==> src/hdl/kfl_pkg.sv <==
// Shared types, codes and defaults for the keyed FIFO list.
`default_nettype none

package kfl_pkg;

    // Default sizes handed to the top level parameters.
    localparam int DEPTH_DEF   = 16;
    localparam int ID_BITS_DEF = 16;

    // Fixed widths of the stream fields.
    localparam int KEY_W    = 16;
    localparam int HANDLE_W = 16;
    localparam int CMD_W    = 2;
    localparam int STATUS_W = 2;
    localparam int ECOUNT_W = 5;

    // Command codes.
    localparam logic [CMD_W-1:0] CMD_INSERT = 2'd0;
    localparam logic [CMD_W-1:0] CMD_DELETE = 2'd1;
    localparam logic [CMD_W-1:0] CMD_POP    = 2'd2;
    localparam logic [CMD_W-1:0] CMD_LOOKUP = 2'd3;

    // Status codes.
    localparam logic [STATUS_W-1:0] STAT_OK        = 2'd0;
    localparam logic [STATUS_W-1:0] STAT_NOT_FOUND = 2'd1;
    localparam logic [STATUS_W-1:0] STAT_EMPTY     = 2'd2;
    localparam logic [STATUS_W-1:0] STAT_FULL      = 2'd3;

    // What a cell loads on the next clock edge.
    typedef enum logic [1:0] {
        SEL_HOLD,
        SEL_SHIFT,
        SEL_WRAP,
        SEL_LOAD
    } cell_sel_t;

    // Chain-wide moves issued by the controller.
    typedef struct packed {
        logic append;
        logic drop;
        logic rotate;
    } chain_ctl_t;

    // Controller states.
    typedef enum logic {
        ST_IDLE,
        ST_SCAN
    } kfl_state_t;

endpackage : kfl_pkg

`default_nettype wire

==> src/hdl/keyed_fifo_list_top.sv <==
// Top level of the keyed FIFO list: the cell chain and its controller.
`default_nettype none

// The keyed FIFO list keeps up to DEPTH entries, each an id and a handle, in
// arrival order in a chain of cells where cell 0 holds the oldest entry while
// the controller is idle. Commands arrive on the slave stream (command in
// s_tuser, id and handle in s_tdata) and each produces exactly one result
// transfer on the master stream (status in m_tuser, handle, id and entry count
// in m_tdata). Insert writes the cell just past the tail and pop shifts every
// cell one place toward the head. For delete and lookup on a non-empty store
// the chain rotates as a ring of the current length, every entry passing the
// id comparator at cell 0 once, so a single compare on the head cell serves
// the whole store. A delete drops the first matching entry as it reaches the
// head instead of rotating it, and after the pass the order is the original
// one. A new command is accepted whenever the controller is idle and the
// result register is empty or being read in the same cycle, so a result that
// has not been read holds off the next command. Ids are kept to ID_BITS bits;
// entry_count reports the fill count modulo 32.
module keyed_fifo_list_top #(
    parameter int DEPTH   = kfl_pkg::DEPTH_DEF,
    parameter int ID_BITS = kfl_pkg::ID_BITS_DEF
) (
    input  wire logic        aclk,
    input  wire logic        aresetn,
    // Command stream.
    input  wire logic        s_tvalid,
    output logic             s_tready,
    input  wire logic [31:0] s_tdata,  // [15:0] key_id, [31:16] item_handle
    input  wire logic [7:0]  s_tuser,  // [1:0] command, [7:2] zero
    // Result stream.
    output logic             m_tvalid,
    input  wire logic        m_tready,
    output logic      [39:0] m_tdata,  // [15:0] found_handle, [31:16] found_id,
                                       // [36:32] entry_count, [39:37] zero
    output logic      [7:0]  m_tuser   // [1:0] status, [7:2] zero
);
    import kfl_pkg::*;

    localparam int CNT_W = $clog2(DEPTH + 1);

    // Field views of the command transfer.
    logic [CMD_W-1:0]    cmd_in;
    logic [KEY_W-1:0]    key_in;
    logic [HANDLE_W-1:0] handle_in;
    logic [ID_BITS-1:0]  key_masked;

    assign cmd_in     = s_tuser[CMD_W-1:0];
    assign key_in     = s_tdata[KEY_W-1:0];
    assign handle_in  = s_tdata[KEY_W +: HANDLE_W];
    // The stored id is the key taken to ID_BITS bits.
    assign key_masked = ID_BITS'(key_in);

    // Chain storage as seen from outside the cells.
    logic [ID_BITS-1:0]  cell_id     [DEPTH];
    logic [HANDLE_W-1:0] cell_handle [DEPTH];

    chain_ctl_t       chain;
    logic [CNT_W-1:0] count;

    logic [STATUS_W-1:0] res_status;
    logic [HANDLE_W-1:0] res_handle;
    logic [KEY_W-1:0]    res_id;
    logic [ECOUNT_W-1:0] res_count;

    kfl_ctrl #(
        .DEPTH   (DEPTH),
        .ID_BITS (ID_BITS)
    ) u_ctrl (
        .aclk        (aclk),
        .aresetn     (aresetn),
        .s_valid     (s_tvalid),
        .s_ready     (s_tready),
        .s_cmd       (cmd_in),
        .s_key       (key_masked),
        .head_id     (cell_id[0]),
        .head_handle (cell_handle[0]),
        .chain       (chain),
        .count       (count),
        .m_valid     (m_tvalid),
        .m_ready     (m_tready),
        .m_status    (res_status),
        .m_handle    (res_handle),
        .m_id        (res_id),
        .m_count     (res_count)
    );

    // Each cell works out its own move from the chain command and its place
    // relative to the fill count. On a rotate the tail cell takes the head
    // entry and every other cell takes its younger neighbor; on a drop every
    // cell takes its neighbor; on an append only the cell past the tail loads.
    for (genvar i = 0; i < DEPTH; i++) begin : g_cell
        cell_sel_t           sel;
        logic [ID_BITS-1:0]  nbr_id;
        logic [HANDLE_W-1:0] nbr_handle;

        if (i < DEPTH - 1) begin : g_nbr
            assign nbr_id     = cell_id[i + 1];
            assign nbr_handle = cell_handle[i + 1];
        end else begin : g_last
            assign nbr_id     = '0;
            assign nbr_handle = '0;
        end

        always_comb begin
            sel = SEL_HOLD;
            if (chain.append && count == CNT_W'(i)) begin
                sel = SEL_LOAD;
            end else if (chain.drop) begin
                sel = SEL_SHIFT;
            end else if (chain.rotate) begin
                sel = (count == CNT_W'(i + 1)) ? SEL_WRAP : SEL_SHIFT;
            end
        end

        kfl_cell #(
            .ID_BITS (ID_BITS)
        ) u_cell (
            .aclk        (aclk),
            .sel         (sel),
            .nbr_id      (nbr_id),
            .nbr_handle  (nbr_handle),
            .head_id     (cell_id[0]),
            .head_handle (cell_handle[0]),
            .load_id     (key_masked),
            .load_handle (handle_in),
            .id          (cell_id[i]),
            .handle      (cell_handle[i])
        );
    end

    // Result packing, lowest field first.
    assign m_tdata = {3'b000, res_count, res_id, res_handle};
    assign m_tuser = {6'b000000, res_status};

endmodule : keyed_fifo_list_top

`default_nettype wire

==> src/hdl/kfl_cell.sv <==
// One storage cell of the chain: an id and a handle with a four-way input select.
`default_nettype none

module kfl_cell #(
    parameter int ID_BITS = kfl_pkg::ID_BITS_DEF
) (
    input  wire logic                        aclk,
    input  wire kfl_pkg::cell_sel_t          sel,
    input  wire logic [ID_BITS-1:0]          nbr_id,
    input  wire logic [kfl_pkg::HANDLE_W-1:0] nbr_handle,
    input  wire logic [ID_BITS-1:0]          head_id,
    input  wire logic [kfl_pkg::HANDLE_W-1:0] head_handle,
    input  wire logic [ID_BITS-1:0]          load_id,
    input  wire logic [kfl_pkg::HANDLE_W-1:0] load_handle,
    output logic      [ID_BITS-1:0]          id,
    output logic      [kfl_pkg::HANDLE_W-1:0] handle
);
    import kfl_pkg::*;

    logic [ID_BITS-1:0]  id_reg, id_next;
    logic [HANDLE_W-1:0] handle_reg, handle_next;

    always_comb begin
        id_next     = id_reg;
        handle_next = handle_reg;
        case (sel)
            SEL_SHIFT: begin
                id_next     = nbr_id;
                handle_next = nbr_handle;
            end
            SEL_WRAP: begin
                id_next     = head_id;
                handle_next = head_handle;
            end
            SEL_LOAD: begin
                id_next     = load_id;
                handle_next = load_handle;
            end
            default: begin
                id_next     = id_reg;
                handle_next = handle_reg;
            end
        endcase
    end

    always_ff @(posedge aclk) begin
        id_reg     <= id_next;
        handle_reg <= handle_next;
    end

    assign id     = id_reg;
    assign handle = handle_reg;

endmodule : kfl_cell

`default_nettype wire

==> src/hdl/kfl_ctrl.sv <==
// Command sequencer, fill count and result register of the keyed FIFO list.
`default_nettype none

module kfl_ctrl #(
    parameter int DEPTH   = kfl_pkg::DEPTH_DEF,
    parameter int ID_BITS = kfl_pkg::ID_BITS_DEF,
    localparam int CNT_W  = $clog2(DEPTH + 1)
) (
    input  wire logic                         aclk,
    input  wire logic                         aresetn,
    // Command side.
    input  wire logic                         s_valid,
    output logic                              s_ready,
    input  wire logic [kfl_pkg::CMD_W-1:0]    s_cmd,
    input  wire logic [ID_BITS-1:0]           s_key,
    // Head cell contents.
    input  wire logic [ID_BITS-1:0]           head_id,
    input  wire logic [kfl_pkg::HANDLE_W-1:0] head_handle,
    // Chain control.
    output kfl_pkg::chain_ctl_t               chain,
    output logic      [CNT_W-1:0]             count,
    // Result side.
    output logic                              m_valid,
    input  wire logic                         m_ready,
    output logic      [kfl_pkg::STATUS_W-1:0] m_status,
    output logic      [kfl_pkg::HANDLE_W-1:0] m_handle,
    output logic      [kfl_pkg::KEY_W-1:0]    m_id,
    output logic      [kfl_pkg::ECOUNT_W-1:0] m_count
);
    import kfl_pkg::*;

    localparam logic [CNT_W-1:0] FULL_CNT = CNT_W'(DEPTH);

    kfl_state_t          state_reg, state_next;
    logic [CNT_W-1:0]    count_reg, count_next;
    logic [CNT_W-1:0]    steps_reg, steps_next;
    logic [ID_BITS-1:0]  key_reg, key_next;
    logic                scan_del_reg, scan_del_next;
    logic                hit_reg, hit_next;
    logic [HANDLE_W-1:0] hit_handle_reg, hit_handle_next;

    logic                out_valid_reg, out_valid_next;
    logic [STATUS_W-1:0] status_reg, status_next;
    logic [HANDLE_W-1:0] rhandle_reg, rhandle_next;
    logic [KEY_W-1:0]    rid_reg, rid_next;
    logic [ECOUNT_W-1:0] rcount_reg, rcount_next;

    logic s_fire;
    logic match;

    assign s_ready = (state_reg == ST_IDLE) && (!out_valid_reg || m_ready);
    assign s_fire  = s_valid && s_ready;
    assign match   = !hit_reg && (head_id == key_reg);

    always_comb begin
        state_next      = state_reg;
        count_next      = count_reg;
        steps_next      = steps_reg;
        key_next        = key_reg;
        scan_del_next   = scan_del_reg;
        hit_next        = hit_reg;
        hit_handle_next = hit_handle_reg;
        out_valid_next  = out_valid_reg && !m_ready;
        status_next     = status_reg;
        rhandle_next    = rhandle_reg;
        rid_next        = rid_reg;
        rcount_next     = rcount_reg;
        chain           = '0;

        case (state_reg)
            ST_IDLE: begin
                if (s_fire) begin
                    out_valid_next = 1'b1;
                    status_next    = STAT_OK;
                    rhandle_next   = '0;
                    rid_next       = '0;
                    rcount_next    = ECOUNT_W'(count_reg);
                    case (s_cmd)
                        CMD_INSERT: begin
                            if (count_reg == FULL_CNT) begin
                                status_next = STAT_FULL;
                            end else begin
                                chain.append = 1'b1;
                                count_next   = count_reg + CNT_W'(1);
                                rid_next     = KEY_W'(s_key);
                                rcount_next  = ECOUNT_W'(count_reg + CNT_W'(1));
                            end
                        end
                        CMD_POP: begin
                            if (count_reg == '0) begin
                                status_next = STAT_EMPTY;
                            end else begin
                                chain.drop   = 1'b1;
                                count_next   = count_reg - CNT_W'(1);
                                rid_next     = KEY_W'(head_id);
                                rhandle_next = head_handle;
                                rcount_next  = ECOUNT_W'(count_reg - CNT_W'(1));
                            end
                        end
                        CMD_DELETE, CMD_LOOKUP: begin
                            if (count_reg == '0) begin
                                status_next = STAT_NOT_FOUND;
                            end else begin
                                // Result comes at the end of the scan.
                                out_valid_next = 1'b0;
                                state_next     = ST_SCAN;
                                steps_next     = count_reg;
                                key_next       = s_key;
                                scan_del_next  = (s_cmd == CMD_DELETE);
                                hit_next       = 1'b0;
                            end
                        end
                        default: begin
                            status_next = STAT_OK;
                        end
                    endcase
                end
            end
            ST_SCAN: begin
                // The head entry is either dropped (first match of a delete)
                // or rotated to the tail; once every entry has passed the
                // head the order is restored.
                if (match && scan_del_reg) begin
                    chain.drop = 1'b1;
                    count_next = count_reg - CNT_W'(1);
                end else begin
                    chain.rotate = 1'b1;
                end
                if (match) begin
                    hit_next        = 1'b1;
                    hit_handle_next = head_handle;
                end
                steps_next = steps_reg - CNT_W'(1);
                if (steps_reg == CNT_W'(1)) begin
                    state_next     = ST_IDLE;
                    out_valid_next = 1'b1;
                    status_next    = (hit_reg || match) ? STAT_OK : STAT_NOT_FOUND;
                    rid_next       = '0;
                    rhandle_next   = '0;
                    if (!scan_del_reg) begin
                        if (hit_reg) begin
                            rhandle_next = hit_handle_reg;
                        end else if (match) begin
                            rhandle_next = head_handle;
                        end
                    end
                    rcount_next = ECOUNT_W'(count_next);
                end
            end
            default: begin
                state_next = ST_IDLE;
            end
        endcase
    end

    always_ff @(posedge aclk) begin
        if (!aresetn) begin
            state_reg     <= ST_IDLE;
            count_reg     <= '0;
            out_valid_reg <= 1'b0;
            hit_reg       <= 1'b0;
        end else begin
            state_reg     <= state_next;
            count_reg     <= count_next;
            out_valid_reg <= out_valid_next;
            hit_reg       <= hit_next;
        end
    end

    always_ff @(posedge aclk) begin
        steps_reg      <= steps_next;
        key_reg        <= key_next;
        scan_del_reg   <= scan_del_next;
        hit_handle_reg <= hit_handle_next;
        status_reg     <= status_next;
        rhandle_reg    <= rhandle_next;
        rid_reg        <= rid_next;
        rcount_reg     <= rcount_next;
    end

    assign count    = count_reg;
    assign m_valid  = out_valid_reg;
    assign m_status = status_reg;
    assign m_handle = rhandle_reg;
    assign m_id     = rid_reg;
    assign m_count  = rcount_reg;

    // The fill count never passes the capacity.
    a_count_bound: assert property (@(posedge aclk) disable iff (!aresetn)
        count_reg <= FULL_CNT)
        else $error("fill count above capacity");

    // While a scan runs, no result is pending and no command is taken.
    a_scan_quiet: assert property (@(posedge aclk) disable iff (!aresetn)
        (state_reg == ST_SCAN) |-> (!out_valid_reg && !s_ready))
        else $error("result or command during a scan");

    // A pop from a non-empty store removes exactly one entry.
    a_pop_count: assert property (@(posedge aclk) disable iff (!aresetn)
        (s_fire && s_cmd == CMD_POP && count_reg != '0)
            |=> (count_reg == $past(count_reg) - CNT_W'(1)))
        else $error("pop did not remove one entry");

    // A scan ends with a result in the output register.
    a_scan_result: assert property (@(posedge aclk) disable iff (!aresetn)
        (state_reg == ST_SCAN && steps_reg == CNT_W'(1)) |=> out_valid_reg)
        else $error("scan ended without a result");

    // At most one chain move is issued in a cycle.
    a_one_move: assert property (@(posedge aclk) disable iff (!aresetn)
        $onehot0({chain.append, chain.drop, chain.rotate}))
        else $error("conflicting chain moves");

endmodule : kfl_ctrl

`default_nettype wire
==> config.mk <==
export PLATFORM = sky130hd
export DESIGN_NAME = keyed_fifo_list_top
export DESIGN_NICKNAME = d
export VERILOG_FILES = /design/src/hdl/kfl_pkg.sv /design/src/hdl/keyed_fifo_list_top.sv /design/src/hdl/kfl_cell.sv /design/src/hdl/kfl_ctrl.sv
export SDC_FILE = /design/constraint.sdc
export NUM_CORES = 1
export LEC_CHECK = 0
export CAP_MARGIN = 10
export CORE_MARGIN = 2
export CORE_UTILIZATION = 65
export DETAILED_ROUTE_END_ITERATION = 16
export DONT_BUFFER_PORTS = 1
export PLACE_DENSITY_LB_ADDON = 0.08
export SYNTH_ARGS = -nofsm -noshare
export SYNTH_HDL_FRONTEND = slang
export SYNTH_SLANG_ARGS = --single-unit
==> constraint.sdc <==
create_clock -name aclk -period 9.4 [get_ports aclk]
set_clock_uncertainty 0.2 [all_clocks]
set_input_delay 1.41 -clock aclk [delete_from_list [all_inputs] [get_ports aclk]]
set_output_delay 1.41 -clock aclk [all_outputs]
set_load 0.05 [all_outputs]
Yosys cells after proc, flatten, opt, wreduce, memory -nomap -nowiden. Cells that the tools add are included.

Word-level logic and storage cells: 326. Latch bits: 0. Bits of input ports: 44. Register bits: 597. Output and inout bits: 50. Memory bits (read-only): 0. RAM bits: 0. Memories kept: 0.

Multipliers: 0. Div/mod/pow operators: 0. Multiplexer cells: 154. Equality and inequality tests: 73. Shifts and indexed selects: 0. $lt $le $gt $ge: 0. Reduce and logical (&&, ||, !) cells: 50. Bitwise logic cells: 2. Add/sub/neg operators: 3.

Operators with widths (count): 16-bit one-hot mux with 3 select lines (30); 16-bit 2-to-1 mux (11); 16-bit one-hot mux with 2 select lines (5); 2-bit 2-to-1 mux (69); 2-bit == test (second input constant) (33); 3-bit nonzero test (15); 5-bit by 4-bit == test with 1-bit output (second input constant) (8); 5-bit 2-to-1 mux (8); 5-bit one-hot mux with 2 select lines (4); 2-bit by 1-bit == test with 1-bit output (second input constant) (17); 1-bit logical AND (21); 1-bit 2-to-1 mux (21); 5-bit by 3-bit == test with 1-bit output (second input constant) (4); 16-bit == test (1); 5-bit by 1-bit == test with 1-bit output (second input constant) (2); 5-bit by 2-bit == test with 1-bit output (second input constant) (2); 5-bit by 1-bit subtractor with 5-bit output (second input constant) (2); 2-bit inequality test (second input constant) (4); 1-bit one-hot mux with 2 select lines (4); 4-bit AND reduction (2); 2-bit one-hot mux with 3 select lines (1); 5-bit by 1-bit adder with 5-bit output (second input constant) (1); 5-bit == test (second input constant) (1); 5-bit logical NOT (1); 10 further kinds (15).

Depth between registers and ports, before layout. Gate-level depths: netlist of run 1.

Depth in word-level cells: 10. Mapped depth: 11. Gate-level depth less buffers: 8.

Cells and area by module. Synthesis of run 1 repeated with hierarchy kept, for this count alone.

Cell total of the unflattened synthesis: 2647. Area, all modules: 31328.8 sq um.

By module, submodules not included: kfl_cell (sequential area each 960.9 sq um, cells each 140, instances 16, area each 1672.9 sq um); kfl_ctrl (sequential area each 2472.4 sq um, cells each 301, instances 1, area each 3867.5 sq um); keyed_fifo_list_top (sequential area each 0.0 sq um, cells each 106, instances 1, area each 695.7 sq um).

Worst setup path after synthesis of run 1. No wires, ideal clock.

Path type: input port to flip-flop. Start point: input s_tuser[0]. End point: register g_cell[6].u_cell.handle_reg[0], enable pin. Buffers on the path: 0. Arrival time: 4.645 ns. Data required time: 8.734 ns. Setup time: 0.466 ns. Path slack: 4.089 ns. Stages on the path: 4. Path through: or2_1 nor4b_4 nand3_1 o21ai_0.

Cells in the longest elaborated chain, start to end: 8. Elaborated cells between the ends (all ways): 14. Classes of those cells: eq/ne: 4; mux: 7; reduce/logical: 3.

Ends and longest elaborated chain: from (decl) (line keyed_fifo_list_top.sv:29) `input wire logic [7:0] s_tuser,`; 2-bit == test or 2-bit logical NOT (tied branches) (line kfl_ctrl.sv:78) `case (s_cmd)`; 1-bit 2-to-1 mux (line kfl_ctrl.sv:78); 2-bit 2-to-1 mux (*) (line kfl_ctrl.sv:72) `if (s_fire) begin`; 1-bit one-hot mux with 2 select lines or 1-bit 2-to-1 mux (tied branches) (line kfl_ctrl.sv:70) `case (state_reg)`; 2-bit 2-to-1 mux or 1-bit logical AND (tied branches) (line keyed_fifo_list_top.sv:108, keyed_fifo_list_top.sv:106); 2-bit 2-to-1 mux (*) (line keyed_fifo_list_top.sv:106) `if (chain.append && count == CNT_W'(i)) begin`; 2-bit by 1-bit == test with 1-bit output or 2-bit == test (tied branches) (line kfl_cell.sv:26) `case (sel)`; 3-bit nonzero test (no source line) (*); to (signal assigned) (line kfl_cell.sv:48) `handle_reg <= handle_next;`; to (decl) (line kfl_cell.sv:21) `logic [HANDLE_W-1:0] handle_reg, handle_next;`.

Every way passes the cells marked *; elsewhere a longest branch is shown, timed or not. A chain may end at the register's enable or synchronous reset.

Worst setup path after layout of run 1.
Start point: register g_cell[0].u_cell.id_reg[1]. End point: register g_cell[2].u_cell.id_reg[7], data pin.

Cells in the longest elaborated chain, start to end: 10. Elaborated cells between the ends (all ways): 14. Classes of those cells: eq/ne: 4; mux: 8; reduce/logical: 2.

Ends and longest elaborated chain: from (decl) (line kfl_cell.sv:20) `logic [ID_BITS-1:0] id_reg, id_next;`; from (signal assigned) (line kfl_cell.sv:47) `id_reg <= id_next;`; 16-bit == test (*) (line kfl_ctrl.sv:53) `assign match = !hit_reg && (head_id == key_reg);`; 1-bit logical AND (*) (line kfl_ctrl.sv:53); 1-bit logical AND (*) (line kfl_ctrl.sv:123) `if (match && scan_del_reg) begin`; 1-bit 2-to-1 mux (line kfl_ctrl.sv:123); 1-bit 2-to-1 mux (line kfl_ctrl.sv:70); 2-bit 2-to-1 mux (line keyed_fifo_list_top.sv:110) `end else if (chain.rotate) begin`; 2-bit 2-to-1 mux (*) (line keyed_fifo_list_top.sv:108) `end else if (chain.drop) begin`; 2-bit 2-to-1 mux (*) (line keyed_fifo_list_top.sv:106); 2-bit == test or 2-bit by 1-bit == test with 1-bit output (tied branches) (line kfl_cell.sv:26); 16-bit one-hot mux with 3 select lines (*) (line kfl_cell.sv:26); named net g_cell[2].u_cell.id_next[7] (line kfl_cell.sv:20); to (signal assigned) (line kfl_cell.sv:47); to (decl) (line kfl_cell.sv:20).

Mark *: on every way through the listed nets, which the timed path passes. The rest lies on a longest branch.

==> out/summary.txt, run 1 <==
#FFs+latches synth: 597
Synth unique cells: 58
Critical path endpoint category: flip-flop
Tcrit/Tclk final: 0.6033
Area contributors post-synth: edfxtp_1 (61%), a221o_1 (11%), a22o_1 (5.4%)
Post-DR vias/cell: 7.864
CTS Sinks: 597
Final min period: 5.671 ns
Die Span Y: 215.0 um
Gr ovfl total: 0
Clock Path Buffers: 3
Largest net degree at the start of global routing: 60
First-iteration detailed-routing DRC count: 3789
Peak supply drop: 0.1647 mV
CP required: 9.70 ns
Final hold violations: 0
CP arrival: 5.97 ns
CORE AREA: 44030 um2
Flop2flop setup slack: 3.73 ns
First-pass GRT wire length: 139600 um
Final WL: 96720 um
Fin nets: 2172
Worst-skew pair later-pin latency: 0.65 ns
Initial antenna violation count: 1
Fraction of layout cells with a size suffix above 1: 0.1175
DP HPWL: 51370 um
Ys async rst share: 0
Remaining antenna violation count: 0
Reg clk slew, reported paths: 0.06 ns
Via count: 21740
Site row count: 77
Share of the yosys chip area belonging to registers: 0.6169
MaxCap Viol Count: 0
P per Cell Area: 207.1 nW/um2
Relative slew margins: 0.09320
Worst hold path type: flip-flop to flip-flop
Setup TNS: 0 ns
Final Util: 0.7179
Final setup viols: 0
CTS root buf: clkbuf_16
Area delta synth->final: 9.260%
Die area: 46210 um2
IO Port Bufs: 0
Number of remaining DRC errors: 0
Gpl congestion: 0.9125
RSZ-0062 raised after global routing: no
EDFF count, synth: 589
Worst Setup Path Type: flip-flop to flip-flop
CTS HTree Levels: 2
CTS tree: yes
First-pass iteration count of the detailed router: 7
Predominant post-synthesis flop cell: edfxtp_1
Static Leakage: 11.26 nW
Chip Width: 215.0 um
Post-Syn Area: 28930 um2
Post-CTS Hold Buffers: 0
Crit start category: flip-flop
Top cell type's share of synthesized area: 0.6114
Fmax: 176.3 MHz
Synth warn: 0
Post-synth top cells: edfxtp_1 (589), a221o_1 (320), clkbuf_1 (226), nor2_1 (223), a22o_1 (177)
Most common cell in the netlist: edfxtp_1
Status: complete, no violations
Yosys top cell by area: edfxtp_1
Syn avg cell area: 12.79 um2
Vias in the first global route: 21090
Maximum fanout along the worst path: 19
Fillers: 2970
Setup bufs post-CTS: 0
Least-Margin Pin Slew: 1.357 ns
# IOs: 94
Tot GR Track Use: 0.4158
CTS buffer count: 61
Post-cts resize count: 0
Slew Viols, Final: 0
Initial core utilization: 0.6571
Routed length per placed instance: 34.99 um
Post-Syn Instances: 2262
[cell families after synthesis]
group | Yosys count | synth area share
compound gates | 722 | 0.2203
flops | 597 | 0.6169
simple gates | 578 | 0.09805
buf+inv | 301 | 0.04169
mux | 33 | 0.01280
xor+xnor | 22 | 0.006660
fa+ha+maj | 8 | 0.003460
other cells | 1 | 0.0001296
[worst max-delay path, stage by stage (launching register included)]
cell and delay [ns]:
edfxtp_1 0.72, xor2_1 0.24, nor4_1 0.65, and4_1 0.99
nand2_1 0.98, a41oi_4 0.97, buf_4 0.50, a221o_1 0.25
[metal layers]
| metal | share of wire | GRT usage |
|---|---|---|
| met5 | 0.0012 | 0 |
| met4 | 0.055 | 0.2076 |
| met3 | 0.16 | 0.1340 |
| met1 | 0.35 | 0.5717 |
| met2 | 0.43 | 0.5994 |
[metrics by stage]
stage | hold slack [ns] | cells | cell area [um2] | worst slack (ns) | power (W)
floorplan | 0.2244 | 2270 | 28960 | 4.089 | 0.003905
global placement | 0.2947 | 2649 | 29650 | 3.856 | 0.004133
detailed placement | 0.3011 | 2649 | 29650 | 3.800 | 0.004161
CTS | 0.3176 | 2763 | 31610 | 4.095 | 0.006514
global route | 0.3251 | 2764 | 31610 | 3.767 | 0.006680
finish | 0.3145 | 2764 | 31610 | 3.729 | 0.006546
[cell usage in the layout, fill, tap and decap left out, types with 9 or more instances in the layout]
master and n:
edfxtp_1 589, a221o_1 320, nor2_1 204, a22o_1 177, and2_1 145, a21o_1 130
nand2_1 88, buf_4 62, clkbuf_16 61, and3_1 51, mux2_2 32, inv_1 25
nor3_1 22, xor2_1 18, nor2_4 18, a22oi_1 17, o21ai_4 16, clkbuf_1 16
clkinv_2 12, a21oi_1 10, a31oi_4 10, clkinv_1 9, o21ai_0 9, conb_1 9
[worst paths after layout]
kind,startpoint,depth (start not counted),end
worst min register to register,g_cell[15].u_cell.id[12],1,g_cell[14].u_cell.id[12]
worst min-delay path,g_cell[15].u_cell.id[12],1,g_cell[14].u_cell.id[12]
worst max-delay path,g_cell[0].u_cell.id[1],7,g_cell[2].u_cell.id[7]
worst max register to register,g_cell[0].u_cell.id[1],7,g_cell[2].u_cell.id[7]
[area by class of cell]
type	instances	area (um2)	share of cell area
diodes	1	2.502	0.00007917
clock buffers	83	1669	0.05281
clock inverters	31	285.3	0.009025
inverters	26	97.59	0.003088
multi-input cells	1372	10500	0.3322
flip-flops and latches	597	17850	0.5646
well taps	592	740.7	0.02343
repair buffers	62	465.4	0.01473
[power by group]
part | leakage (nW) | total (W) | internal [W] | switching, W
clock | 0.961 | 0.00240 | 0.00135 | 0.00105
sequential | 5.51 | 0.00346 | 0.00325 | 0.000208
combinational | 4.79 | 0.000681 | 0.000209 | 0.000471
No activity file was read; power rests on OpenSTA's default activity.
==> inputs of run 2 (changes only) <==
CORE_UTILIZATION = 58   (was 65)
clock period = 4.9 ns   (was 9.4 ns; I/O delays follow)
==> run 2 against run 1 <==
Compared with the run above:
- largest power group unchanged
- combinational power rose by 100%
- non-clock buffer count rose by 50
- final area rose by 2.2%
- via count rose by 0.67%
- register-to-register slack got worse by 3.0 ns
- die area rose by 12%
==> out/summary.txt, run 2 (synthesized netlist as in run 1, its figures left out) <==
Static Leakage: 11.55 nW (was 11.26 nW)
Tot GR Track Use: 0.3861 (was 0.4158)
# IOs: 94 (unchanged)
Post-Place Cells: 2754 (was 2649)
CP arrival: 4.50 ns (was 5.97 ns)
Worst Setup Path Type: flip-flop to flip-flop (unchanged)
CP required: 5.20 ns (was 9.70 ns)
Area delta synth->final: 11.66% (was 9.260%)
Final hold violations: 0 (unchanged)
Vias in the first global route: 20970 (was 21090)
First-pass GRT wire length: 142600 um (was 139600 um)
Crit start category: flip-flop (unchanged)
Reg clk slew, reported paths: 0.06 ns (about the same)
Final Util: 0.6586 (was 0.7179)
P per Cell Area: 391.4 nW/um2 (was 207.1 nW/um2)
Clock Path Buffers: 3 (unchanged)
WHS: 0.02264 ns (was 0.3145 ns)
Setup bufs post-CTS: 0 (unchanged)
Post-DR vias/cell: 7.584 (was 7.864)
MaxCap Viol Count: 0 (unchanged)
Crit-path most repeated cell: buf_4
CORE AREA: 49050 um2 (was 44030 um2)
Diodes inserted: 0 (was 1)
Site row count: 81 (was 77)
Worst hold path type: primary input to flip-flop (was flip-flop to flip-flop)
Non-Filler Instances: 2885 (was 2764)
Most frequent cells in the layout: edfxtp_1 (589), a221o_1 (320), nor2_1 (204), a22o_1 (177), and2_1 (145) (unchanged)
CTS tree: yes (unchanged)
Largest net degree at the start of global routing: 55 (was 60)
Critical path endpoint category: flip-flop (unchanged)
CTS root buf: clkbuf_16 (unchanged)
CTS HTree Levels: 2 (unchanged)
Chip Width: 227.3 um (was 215.0 um)
First-iteration detailed-routing DRC count: 3550 (was 3789)
First-pass iteration count of the detailed router: 5 (was 7)
Fin nets: 2222 (was 2172)
Relative slew margins: 0.2107 (was 0.09320)
CTS Sinks: 597 (unchanged)
Tcrit/Tclk final: 0.8559 (was 0.6033)
Remaining antenna violation count: 0 (unchanged)
HP Start: aresetn (was g_cell[15].u_cell.id[12])
Final setup viols: 0 (unchanged)
Final min period: 4.194 ns (was 5.671 ns)
Fillers: 3657 (was 2970)
Die area: 51680 um2 (was 46210 um2)
R2r startpoint: g_cell[0].u_cell.id[9] (was g_cell[0].u_cell.id[1])
Slew Viols, Final: 0 (unchanged)
Post-CTS Hold Buffers: 17 (was 0)
CP Cell Sequence: xor2_1 -> nor4_1 -> and4_1 -> nand2_1 -> buf_4 -> a41oi_4 -> buf_4 -> a221o_1 (was xor2_1 -> nor4_1 -> and4_1 -> nand2_1 -> a41oi_4 -> buf_4 -> a221o_1)
Setup TNS: 0 ns (unchanged)
Peak supply drop: 0.3338 mV (was 0.1647 mV)
CTS buffer count: 61 (unchanged)
Routed length per placed instance: 34.63 um (was 34.99 um)
Flop2flop setup slack: 0.71 ns (was 3.73 ns)
Initial core utilization: 0.5898 (was 0.6571)
Post-cts resize count: 0 (unchanged)
Setup ws final: 0.7061 ns (was 3.729 ns)
Gr ovfl total: 0 (unchanged)
Fraction of layout cells with a size suffix above 1: 0.1274 (was 0.1175)
Final WL: 99900 um (was 96720 um)
Fmax: 238.4 MHz (was 176.3 MHz)
CP max stage cell: nor4_1 (was and4_1)
CP startpoint: g_cell[0].u_cell.id[9] (was g_cell[0].u_cell.id[1])
RSZ-0062 raised after global routing: no (unchanged)
Worst-skew pair later-pin latency: 0.65 ns (about the same)
Status: complete, no violations (unchanged)
Die Span Y: 227.3 um (was 215.0 um)
IO Port Bufs: 0 (unchanged)
Maximum fanout along the worst path: 28 (was 19)
Most common cell after layout, fill and taps aside: edfxtp_1 (unchanged)
Place WS: 0.7681 ns (was 3.800 ns)
Number of remaining DRC errors: 0 (unchanged)
DP HPWL: 55180 um (was 51370 um)
Least-Margin Pin Slew: 1.184 ns (was 1.357 ns)
Gpl congestion: 0.9184 (was 0.9125)
CP max stage delay: 0.68 ns (was 0.99 ns)
Via count: 21880 (was 21740)
Initial antenna violation count: 2 (was 1)
run 2: per-layer routing:
layer / part of all wire / global-route usage / up-vias
met5: 0 / 0 / -
met4: 0.049 / 0.1630 / 0
met3: 0.15 / 0.1209 / 336
met2: 0.43 / 0.5576 / 1892
met1: 0.37 / 0.5420 / 10880
li1: - / - / 8770
run 2: final cells by class:
cell class / instances / area [um2] / share of cell area
clock buffers: 90 / 1758 / 0.05442
clock inverters: 24 / 186.4 / 0.005771
inverters: 26 / 97.59 / 0.003021
multi-input cells: 1372 / 10500 / 0.3250
flip-flops and latches: 597 / 17850 / 0.5525
well taps: 664 / 830.8 / 0.02572
repair buffers: 112 / 1084 / 0.03354
run 2: path summary, 6_finish.rpt:
| kind | endpoint | depth (start not counted) |
|---|---|---|
| worst min register to register | g_cell[14].u_cell.handle[3] | 1 |
| worst max-delay path | g_cell[1].u_cell.id[11] | 8 |
| worst max register to register | g_cell[1].u_cell.id[11] | 8 |
| worst min-delay path | u_ctrl.count[0] | 1 |
run 2: stage by stage:
step                      power (W)  area [um2]
after global placement     0.008004       30190
final                       0.01264       32300
after CTS                   0.01260       32300
after detailed placement   0.008053       30190
after floorplan            0.007492       28960
after global routing        0.01291       32300
run 2: critical path: cells and delay by family (launching register included):
| family | cells | cell delay (ns) |
|---|---|---|
| flops | 1 | 0.60 |
| xor+xnor | 1 | 0.24 |
| buf+inv | 2 | 0.92 |
| compound gates | 2 | 0.49 |
| simple gates | 3 | 1.57 |
run 2: report_power, final:
part	switching, W	leakage [nW]	internal (W)	total (W)
clock network	0.00200	0.958	0.00262	0.00462
registers	0.000390	5.51	0.00624	0.00663
logic	0.000931	5.08	0.000460	0.00139
